File: src/hdl/assert_macros.svh
// ---------------------------------------------------------------------------
// Assertion macros
// Concurrent assertion shorthands; they collapse to nothing under synthesis.
// ---------------------------------------------------------------------------
`ifndef ASSERT_MACROS_SVH
`define ASSERT_MACROS_SVH

`ifndef SYNTHESIS
// Check that a property holds on every rising clock edge outside reset.
`define AEB_ASSERT(lbl, clk, rst_n, prop, msg) \
	lbl: assert property (@(posedge clk) disable iff (!rst_n) prop) else $error(msg);
// Check that an expression never becomes true outside reset.
`define AEB_NEVER(lbl, clk, rst_n, expr, msg) \
	lbl: assert property (@(posedge clk) disable iff (!rst_n) !(expr)) else $error(msg);
`else
`define AEB_ASSERT(lbl, clk, rst_n, prop, msg)
`define AEB_NEVER(lbl, clk, rst_n, expr, msg)
`endif

`endif

File: src/hdl/aeb_pkg.sv
// ---------------------------------------------------------------------------
// Amplitude envelope binner package
// Sizes, constants, shared types and helper functions.
// ---------------------------------------------------------------------------
`timescale 1ns / 1ps

package aeb_pkg;

	localparam int BINS        = 64;
	localparam int SAMPLE_BITS = 16;
	localparam int SAMPLE_W    = 16;
	localparam int SUM_W       = 48;
	localparam int Q_W         = 7;
	localparam int ACC_W       = SUM_W + Q_W;
	localparam int BIN_W       = $clog2(BINS);
	localparam int CUR_W       = $clog2(BINS + 1);
	localparam int STEP_W      = $clog2(Q_W);
	localparam int CNT_W       = 32;
	localparam int BIN_OUT_W   = 6;
	localparam int PCT_W       = 7;
	localparam int PADDR_W     = 2;
	localparam int PDATA_W     = 32;

	localparam logic [SUM_W-1:0]   SUM_MAX   = '1;
	localparam logic [PCT_W-1:0]   PCT_FULL  = PCT_W'(100);
	localparam logic [PADDR_W-1:0] ADDR_SPB  = '0;
	localparam logic [CNT_W-1:0]   SPB_RESET = CNT_W'(1);

	typedef enum logic [3:0] {
		ST_IDLE,
		ST_RD,
		ST_ADD,
		ST_MAX,
		ST_ORD,
		ST_MUL1,
		ST_MUL2,
		ST_DIV,
		ST_EMIT
	} state_t;

	typedef struct packed {
		logic [BIN_W-1:0] raddr;
		logic             we;
		logic [BIN_W-1:0] waddr;
		logic [SUM_W-1:0] wdata;
		logic             clr;
	} store_req_t;

	typedef struct packed {
		logic [ACC_W-1:0] a;
		logic [ACC_W-1:0] b;
		logic             sub;
	} alu_req_t;

	// Magnitude of the low SAMPLE_BITS bits; the most negative code maps to 2^(SAMPLE_BITS-1).
	function automatic logic [SAMPLE_BITS-1:0] abs_sample(input logic [SAMPLE_W-1:0] raw);
		logic [SAMPLE_BITS-1:0] v;
		v = raw[SAMPLE_BITS-1:0];
		return v[SAMPLE_BITS-1] ? SAMPLE_BITS'(~v + 1'b1) : v;
	endfunction

	function automatic logic [ACC_W-1:0] widen_sum(input logic [SUM_W-1:0] s);
		return {{(ACC_W - SUM_W){1'b0}}, s};
	endfunction

endpackage

File: src/hdl/aeb_bin_store.sv
// ---------------------------------------------------------------------------
// Bin sum store
// One write and one registered read per cycle; valid bits make unwritten bins read zero.
// ---------------------------------------------------------------------------
`timescale 1ns / 1ps

module aeb_bin_store import aeb_pkg::*; (
	input  logic             clk,
	input  logic             arst_n,
	input  store_req_t       req,
	output logic [SUM_W-1:0] rdata
);

	logic [SUM_W-1:0] mem_q [BINS];
	logic [BINS-1:0]  valid_q;
	logic [SUM_W-1:0] rd_q;
	logic             rd_valid_q;

	always_ff @(posedge clk) begin
		if (req.we) begin
			mem_q[req.waddr] <= req.wdata;
		end
		rd_q <= mem_q[req.raddr];
	end

	// Clear all bins at once by dropping their valid bits
	always_ff @(posedge clk or negedge arst_n) begin
		if (!arst_n) begin
			valid_q    <= '0;
			rd_valid_q <= 1'b0;
		end else begin
			if (req.clr) begin
				valid_q <= '0;
			end else if (req.we) begin
				valid_q[req.waddr] <= 1'b1;
			end
			rd_valid_q <= valid_q[req.raddr];
		end
	end

	assign rdata = rd_valid_q ? rd_q : '0;

endmodule

File: src/hdl/aeb_alu.sv
// ---------------------------------------------------------------------------
// Shared adder / subtractor
// Wide add or subtract with carry out; carry set on subtract means a >= b.
// ---------------------------------------------------------------------------
`timescale 1ns / 1ps

module aeb_alu import aeb_pkg::*; (
	input  alu_req_t         req,
	output logic [ACC_W:0]   res
);

	logic [ACC_W-1:0] b_eff;

	assign b_eff = req.sub ? ~req.b : req.b;
	assign res   = {1'b0, req.a} + {1'b0, b_eff} + (ACC_W + 1)'(req.sub);

endmodule

File: src/hdl/aeb_ctrl.sv
// ---------------------------------------------------------------------------
// Envelope sequencer
// Drives the shared unit through accumulate, peak update, scale and divide steps.
// ---------------------------------------------------------------------------
`timescale 1ns / 1ps

module aeb_ctrl import aeb_pkg::*; (
	input  logic                 clk,
	input  logic                 arst_n,
	input  logic                 start,
	input  logic [SAMPLE_W-1:0]  sample,
	input  logic                 last,
	input  logic [CNT_W-1:0]     spb,
	input  logic [SUM_W-1:0]     rdata,
	input  logic [ACC_W:0]       alu_res,
	output logic                 busy,
	output store_req_t           store_req,
	output alu_req_t             alu_req,
	output logic                 valid,
	output logic [BIN_OUT_W-1:0] bin,
	output logic [PCT_W-1:0]     percent,
	output logic                 last_bin
);

	state_t                 state_q, state_d;
	logic [CUR_W-1:0]       cur_q;
	logic [CNT_W-1:0]       cnt_q;
	logic [SUM_W-1:0]       max_q;
	logic [BIN_W-1:0]       obin_q;
	logic [STEP_W-1:0]      step_q;
	logic                   last_q;
	logic                   valid_q;
	logic [SAMPLE_BITS-1:0] abs_q;
	logic [SUM_W-1:0]       sum_q;
	logic [ACC_W-1:0]       acc_q;
	logic [Q_W-1:0]         quo_q;
	logic [BIN_OUT_W-1:0]   bin_q;
	logic [PCT_W-1:0]       pct_q;
	logic                   lastb_q;

	logic [CNT_W-1:0] limit;
	logic [CNT_W:0]   cnt_inc;
	logic             bin_full;
	logic [SUM_W-1:0] sum_new;
	logic             obin_last;
	logic             room;

	assign limit     = (spb == '0) ? CNT_W'(1) : spb;
	assign cnt_inc   = {1'b0, cnt_q} + (CNT_W + 1)'(1);
	assign bin_full  = cnt_inc >= {1'b0, limit};
	assign sum_new   = (alu_res[ACC_W:SUM_W] != '0) ? SUM_MAX : alu_res[SUM_W-1:0];
	assign obin_last = obin_q == BIN_W'(BINS - 1);
	assign room      = cur_q < CUR_W'(BINS);

	always_comb begin
		state_d = state_q;
		unique case (state_q)
			ST_IDLE: begin
				if (start) begin
					if (room) begin
						state_d = ST_RD;
					end else if (last) begin
						state_d = ST_ORD;
					end
				end
			end
			ST_RD:   state_d = ST_ADD;
			ST_ADD:  state_d = ST_MAX;
			ST_MAX:  state_d = last_q ? ST_ORD : ST_IDLE;
			ST_ORD:  state_d = ST_MUL1;
			ST_MUL1: state_d = ST_MUL2;
			ST_MUL2: state_d = ST_DIV;
			ST_DIV:  state_d = (step_q == '0) ? ST_EMIT : ST_DIV;
			ST_EMIT: state_d = obin_last ? ST_IDLE : ST_ORD;
			default: state_d = ST_IDLE;
		endcase
	end

	always_comb begin
		alu_req         = '0;
		store_req       = '0;
		store_req.raddr = cur_q[BIN_W-1:0];
		busy            = state_q != ST_IDLE;
		unique case (state_q)
			ST_ADD: begin
				alu_req.a       = widen_sum(rdata);
				alu_req.b       = ACC_W'(abs_q);
				store_req.we    = 1'b1;
				store_req.waddr = cur_q[BIN_W-1:0];
				store_req.wdata = sum_new;
			end
			ST_MAX: begin
				alu_req.a   = widen_sum(max_q);
				alu_req.b   = widen_sum(sum_q);
				alu_req.sub = 1'b1;
			end
			ST_ORD: begin
				store_req.raddr = obin_q;
			end
			ST_MUL1: begin
				// sum * 96
				alu_req.a = widen_sum(rdata) << 6;
				alu_req.b = widen_sum(rdata) << 5;
			end
			ST_MUL2: begin
				// plus sum * 4
				alu_req.a = acc_q;
				alu_req.b = widen_sum(sum_q) << 2;
			end
			ST_DIV: begin
				alu_req.a   = acc_q;
				alu_req.b   = widen_sum(max_q) << step_q;
				alu_req.sub = 1'b1;
			end
			ST_EMIT: begin
				store_req.clr = obin_last;
			end
			default: begin
			end
		endcase
	end

	always_ff @(posedge clk or negedge arst_n) begin
		if (!arst_n) begin
			state_q <= ST_IDLE;
			cur_q   <= '0;
			cnt_q   <= '0;
			max_q   <= '0;
			obin_q  <= '0;
			step_q  <= '0;
			last_q  <= 1'b0;
			valid_q <= 1'b0;
		end else begin
			state_q <= state_d;
			valid_q <= 1'b0;
			unique case (state_q)
				ST_IDLE: begin
					if (start) begin
						last_q <= last;
					end
				end
				ST_MAX: begin
					if (!alu_res[ACC_W]) begin
						max_q <= sum_q;
					end
					if (bin_full) begin
						cnt_q <= '0;
						cur_q <= cur_q + CUR_W'(1);
					end else begin
						cnt_q <= cnt_inc[CNT_W-1:0];
					end
				end
				ST_MUL2: step_q <= STEP_W'(Q_W - 1);
				ST_DIV:  step_q <= step_q - STEP_W'(1);
				ST_EMIT: begin
					valid_q <= 1'b1;
					if (obin_last) begin
						obin_q <= '0;
						cur_q  <= '0;
						cnt_q  <= '0;
						max_q  <= '0;
						last_q <= 1'b0;
					end else begin
						obin_q <= obin_q + BIN_W'(1);
					end
				end
				default: begin
				end
			endcase
		end
	end

	always_ff @(posedge clk) begin
		unique case (state_q)
			ST_IDLE: begin
				if (start) begin
					abs_q <= abs_sample(sample);
				end
			end
			ST_ADD:  sum_q <= sum_new;
			ST_MUL1: begin
				sum_q <= rdata;
				acc_q <= alu_res[ACC_W-1:0];
			end
			ST_MUL2: begin
				acc_q <= alu_res[ACC_W-1:0];
				quo_q <= '0;
			end
			ST_DIV: begin
				if (alu_res[ACC_W]) begin
					acc_q <= alu_res[ACC_W-1:0];
				end
				quo_q <= {quo_q[Q_W-2:0], alu_res[ACC_W]};
			end
			ST_EMIT: begin
				bin_q   <= BIN_OUT_W'(obin_q);
				pct_q   <= (max_q == '0) ? '0 : PCT_W'(quo_q);
				lastb_q <= obin_last;
			end
			default: begin
			end
		endcase
	end

	assign valid    = valid_q;
	assign bin      = bin_q;
	assign percent  = pct_q;
	assign last_bin = lastb_q;

endmodule

File: src/hdl/amplitude_envelope_binner.sv
// ---------------------------------------------------------------------------
// Amplitude envelope binner
// Sums sample magnitudes into bins and reports each bin relative to the peak bin.
// ---------------------------------------------------------------------------
//
//   Channel   Handshake                     Payload
//   -------   ---------------------------   ------------------------
//   config    psel & penable & pwrite       paddr, pwdata (prdata)
//   sample    start & !busy                 sample, last
//   result    valid (one-cycle strobe)      bin, percent, last_bin
//
// An accepted sample holds busy through the read, add and peak-update states, and
// no new beat is taken until it is idle again; a sample arriving once every bin is
// full is dropped without raising busy. A beat with last set then runs the report
// burst, per bin a read, two scale steps, seven divide steps and an emit, all
// through the one shared adder, with the results strobed one per bin in bin order.
// Reset is asynchronous and clears the bin store at once through its valid bits;
// no clearing pass. The receiver cannot stall the result strobe.
// ---------------------------------------------------------------------------
`timescale 1ns / 1ps
`include "assert_macros.svh"

module amplitude_envelope_binner import aeb_pkg::*; (
	input  logic                 clk,
	input  logic                 arst_n,
	// configuration port
	input  logic                 psel,
	input  logic                 penable,
	input  logic                 pwrite,
	input  logic [PADDR_W-1:0]   paddr,
	input  logic [PDATA_W-1:0]   pwdata,
	output logic [PDATA_W-1:0]   prdata,
	output logic                 pready,
	// sample command
	input  logic                 start,
	output logic                 busy,
	input  logic [SAMPLE_W-1:0]  sample,
	input  logic                 last,
	// result strobe
	output logic                 valid,
	output logic [BIN_OUT_W-1:0] bin,
	output logic [PCT_W-1:0]     percent,
	output logic                 last_bin
);

	logic [CNT_W-1:0] spb_q;
	store_req_t       store_req;
	alu_req_t         alu_req;
	logic [SUM_W-1:0] rdata;
	logic [ACC_W:0]   alu_res;

	// Register file: samples per bin only. Zero is read back as written and
	// treated as one by the sequencer.
	always_ff @(posedge clk or negedge arst_n) begin
		if (!arst_n) begin
			spb_q <= SPB_RESET;
		end else if (psel && penable && pwrite && pready && paddr == ADDR_SPB) begin
			spb_q <= pwdata;
		end
	end

	assign pready = 1'b1;
	assign prdata = (paddr == ADDR_SPB) ? spb_q : '0;

	// Sequencer: owns bin position, peak and the per-bin divide
	aeb_ctrl u_ctrl (
		.clk      (clk),
		.arst_n   (arst_n),
		.start    (start),
		.sample   (sample),
		.last     (last),
		.spb      (spb_q),
		.rdata    (rdata),
		.alu_res  (alu_res),
		.busy     (busy),
		.store_req(store_req),
		.alu_req  (alu_req),
		.valid    (valid),
		.bin      (bin),
		.percent  (percent),
		.last_bin (last_bin)
	);

	// Bin sums, one read and one write a cycle
	aeb_bin_store u_store (
		.clk   (clk),
		.arst_n(arst_n),
		.req   (store_req),
		.rdata (rdata)
	);

	// The one adder shared by accumulate, compare, scale and divide
	aeb_alu u_alu (
		.req(alu_req),
		.res(alu_res)
	);

	// A result strobe only ever follows a busy cycle
	`AEB_ASSERT(a_valid_after_busy, clk, arst_n, valid |-> $past(busy), "result without burst")
	// Percent never exceeds full scale
	`AEB_ASSERT(a_pct_range, clk, arst_n, valid |-> percent <= PCT_FULL, "percent above full scale")
	// Final-bin mark only on the highest bin
	`AEB_NEVER(a_last_bin_idx, clk, arst_n, valid && last_bin && bin != BIN_OUT_W'(BINS - 1), "last_bin on wrong bin")
	// More bins follow a non-final result, so the burst keeps running
	`AEB_ASSERT(a_burst_runs, clk, arst_n, valid && !last_bin |=> busy, "burst stopped early")

endmodule

File: config.mk
export PLATFORM = sky130hd
export DESIGN_NAME = amplitude_envelope_binner
export DESIGN_NICKNAME = d
export VERILOG_FILES = /design/src/hdl/aeb_pkg.sv /design/src/hdl/aeb_bin_store.sv /design/src/hdl/aeb_alu.sv /design/src/hdl/aeb_ctrl.sv /design/src/hdl/amplitude_envelope_binner.sv
export VERILOG_INCLUDE_DIRS = /design/src /design/src/hdl
export SDC_FILE = /design/constraint.sdc
export NUM_CORES = 2
export LEC_CHECK = 0
export ABC_AREA = 0
export BUFFER_PORTS_ARGS = -buffer_cell sky130_fd_sc_hd__buf_2
export CORE_MARGIN = 10
export CORE_UTILIZATION = 45
export CTS_CLUSTER_SIZE = 24
export DETAILED_ROUTE_END_ITERATION = 7
export PLACE_DENSITY = 0.64
export SLEW_MARGIN = 10
export SYNTH_ARGS = -nofsm -noshare
export SYNTH_HDL_FRONTEND = slang
export SYNTH_SLANG_ARGS = --single-unit
File: constraint.sdc
create_clock -name clk -period 14.1 [get_ports clk]
set_input_delay 1.41 -clock clk [delete_from_list [all_inputs] [get_ports clk]]
set_output_delay 1.41 -clock clk [all_outputs]
set_load 0.02 [all_outputs]
==> impl_metrics.json <==
{
  "port-buffer-count": 104,
  "synthToLayoutAreaGrowth_pct": 13.3,
  "cts_setup_buffers": 0,
  "dpl.hpwl_um": 244000,
  "clkLatencyLatePin_ns": 0.91,
  "yosys-top-cells-area": "edfxtp_1 (68%), mux4_2 (13%), dfrtp_1 (3.5%)",
  "criticalPathCategory": "flop to flop",
  "drc": 0,
  "synth_top_area_share": 0.681,
  "drive_above_1_share": 0.216,
  "min_from": "u_store.valid_q[52]",
  "clock_sinks": 3459,
  "async_reset_ff_frac": 0.0575,
  "rows": 205,
  "final_common_cell": "edfxtp_1",
  "finalCriticalPeriod_ns": 8.85,
  "synth_area_per_cell_um2": 17.3,
  "start_util": 0.453,
  "critPathRequiredTime_ns": 14.72,
  "synth_warnings": 0,
  "finClkSkew_ns": 0.0658,
  "final_util": 0.513,
  "grt_pass1_wl_um": 627000,
  "htreeDepth": 5,
  "cts_buffers": 354,
  "crit_fanout": 49,
  "layout_common_cells": "edfxtp_1 (3212), nand2_1 (1181), mux4_2 (823)",
  "critPathArrivalTime_ns": 9.47,
  "wl_per_cell_um": 34.8,
  "coreArea_mm2": 0.313,
  "syn-num-nets": 8355,
  "ys.flop_type": "edfxtp_1",
  "tritoncts": "yes",
  "cts_root_buf": "clkbuf_16",
  "finalCritPeriodShare": 0.628,
  "drt_iter0_markers": 13200,
  "clock.fmax_mhz": 113,
  "synth_area_leader_cell": "edfxtp_1",
  "die-area_mm2": 0.338,
  "r2r_start": "u_ctrl.state_q[1]",
  "tns_ns": 0,
  "via_per_inst": 6.51,
  "grt_usage": 0.257,
  "clk_pin_slew_worst_paths_ns": 0.06,
  "worstMarginPinSlew_ns": 1.32,
  "drv_slew": 0,
  "cts_resized": 0,
  "crit_start": "u_ctrl.state_q[1]",
  "rsz0062_at_grt": "false",
  "maxCapViolCount": 0,
  "powerDensity_mw_per_mm2": 128,
  "hold_class": "flop to flop",
  "crit_path_end_kind": "flop",
  "p_leak_nw": 47.8,
  "grt.overflow.total": 0,
  "ys_seq_elements": 3459,
  "holdWs_ns": 0.493,
  "first_global_vias": 81300,
  "first_pass_iters": 6,
  "synth_edf_count": 3212,
  "antenna_found_initial": 13,
  "boundaryPins": 106,
  "cts_buffer_depth": 4,
  "wirelength_um": 448000,
  "postCtsHoldBufs": 0,
  "netlist_area_mm2": 0.142,
  "gp_congestion": 0.917,
  "postSynthCellCount": 8205,
  "via_count": 83800,
  "r2r_slack_ns": 5.25,
  "die_h_um": 581,
  "setup_violations": 0,
  "vdd_drop_max_v": 0.0000899,
  "startpoint_type": "flop",
  "ys_types": 80,
  "yosysSeqAreaShare": 0.723,
  "nets": 8590,
  "drt.antenna.violating_nets": 0,
  "hold_viol_final": 0,
  "slew_headroom": 0.114,
  "status": "completed",
  "die_w_um": 581,
  "grt_max_degree": 147
}
-- kinds of logic (layout without fill, tap and decap cells) --
logic type                 Yosys count  count (layout)  synth area share
DFF                               3459            3459             0.723
and+or+nand+nor                   2115            2115            0.0645
AOI/OAI and AO/OA                  961             961            0.0468
muxes                              856             856             0.133
buffers and inverters              622            1142            0.0178
xor gates and xnor gates            98              98           0.00606
adders and majority gates           93              93           0.00827
other                                1               5         0.0000265
-- path summary, 6_finish.rpt --
check	depth (start not counted)	end
min	2	u_store.valid_q[52]
max	20	u_store.mem_q[34][12]
max in group asynchronous	2	u_store.valid_q[19]
max reg2reg	20	u_store.mem_q[34][12]
min in group asynchronous	1	u_ctrl.max_q[42]
min reg2reg	2	u_store.valid_q[52]
-- metrics by stage --
step | setup WS, ns | power (W) | cells | area (µm²)
floorplan | 5.18 | 0.0114 | 8205 | 142000
global placement | 5.53 | 0.0114 | 12200 | 149000
detailed placement | 5.38 | 0.0114 | 12200 | 149000
CTS | 5.29 | 0.0206 | 12800 | 160000
global route | 5.04 | 0.0211 | 12900 | 160000
finish | 5.25 | 0.0205 | 12900 | 160000
-- layout make-up --
type / instances / area, µm²
clock buffers: 452 / 9470
fillers: 24700 / 152000
multi-input cells: 4124 / 38000
diodes: 4 / 10.0
inverters: 111 / 417
well taps: 4140 / 5180
repair buffers: 390 / 3130
clock inverters: 189 / 1920
flip-flops and latches: 3459 / 102000
-- state kept, by name (all words and copies together), names as in the netlist --
register	count
u_ctrl.step_q	3
u_store.rd_q	48
u_ctrl.state_q	4
u_ctrl.abs_q	16
u_store.valid_q	64
u_ctrl.percent	7
u_ctrl.valid	1
u_ctrl.last_bin	1
u_ctrl.quo_q	7
u_ctrl.last_q	1
u_store.mem_q	3072
u_ctrl.cur_q	7
u_ctrl.acc_q	55
u_ctrl.cnt_q	32
u_store.rd_valid_q	1
spb_q	32
u_ctrl.bin	6
u_ctrl.sum_q	48
u_ctrl.max_q	48
u_ctrl.obin_q	6
-- routing by layer --
layer / GRT usage / part of all wire / up-vias
li1: - / - / 33200
met1: 0.362 / 0.38 / 44000
met2: 0.397 / 0.46 / 5663
met3: 0.0566 / 0.12 / 947
met4: 0.0911 / 0.041 / 6
met5: 0 / 0.000091 / -
-- synthesized netlist by cell type, types with 60 or more instances --
| cell | n |
|---|---|
| nand3_1 | 262 |
| a21oi_1 | 211 |
| nand2_1 | 1183 |
| ha_1 | 92 |
| and3_1 | 111 |
| a311oi_1 | 143 |
| inv_1 | 109 |
| edfxtp_1 | 3212 |
| xnor2_1 | 63 |
| clkbuf_1 | 325 |
| nor2_1 | 332 |
| o21ai_0 | 187 |
| buf_2 | 144 |
| nor3_1 | 60 |
| mux4_2 | 823 |
| dfrtp_1 | 198 |
-- where the power goes --
part / internal [W] / leakage [nW] / switching (W)
combinational: 0.0000409 / 16.7 / 0.0000957
clock: 0.00538 / 5.57 / 0.00393
sequential: 0.0111 / 25.5 / 0.0000123
total: 0.0165 / 47.8 / 0.00404
-- worst max-delay path, stage by stage, from the launching register on --
cell and delay, ns:
dfrtp_1 0.57, nand2b_1 0.32, or3_4 0.57, buf_4 0.89
buf_4 0.76, o22ai_1 0.13, a221o_1 0.30, ha_1 0.37
a21oi_1 0.29, o21ai_0 0.16, a221o_1 0.32, a21oi_1 0.32
nor3b_1 0.40, and3_1 0.24, o32ai_1 0.14, nor4b_4 0.26
buf_4 0.52, nor3b_4 0.32, buf_12 0.54, a21oi_4 0.41
buf_16 0.29
(Power assumes the default switching activity.)
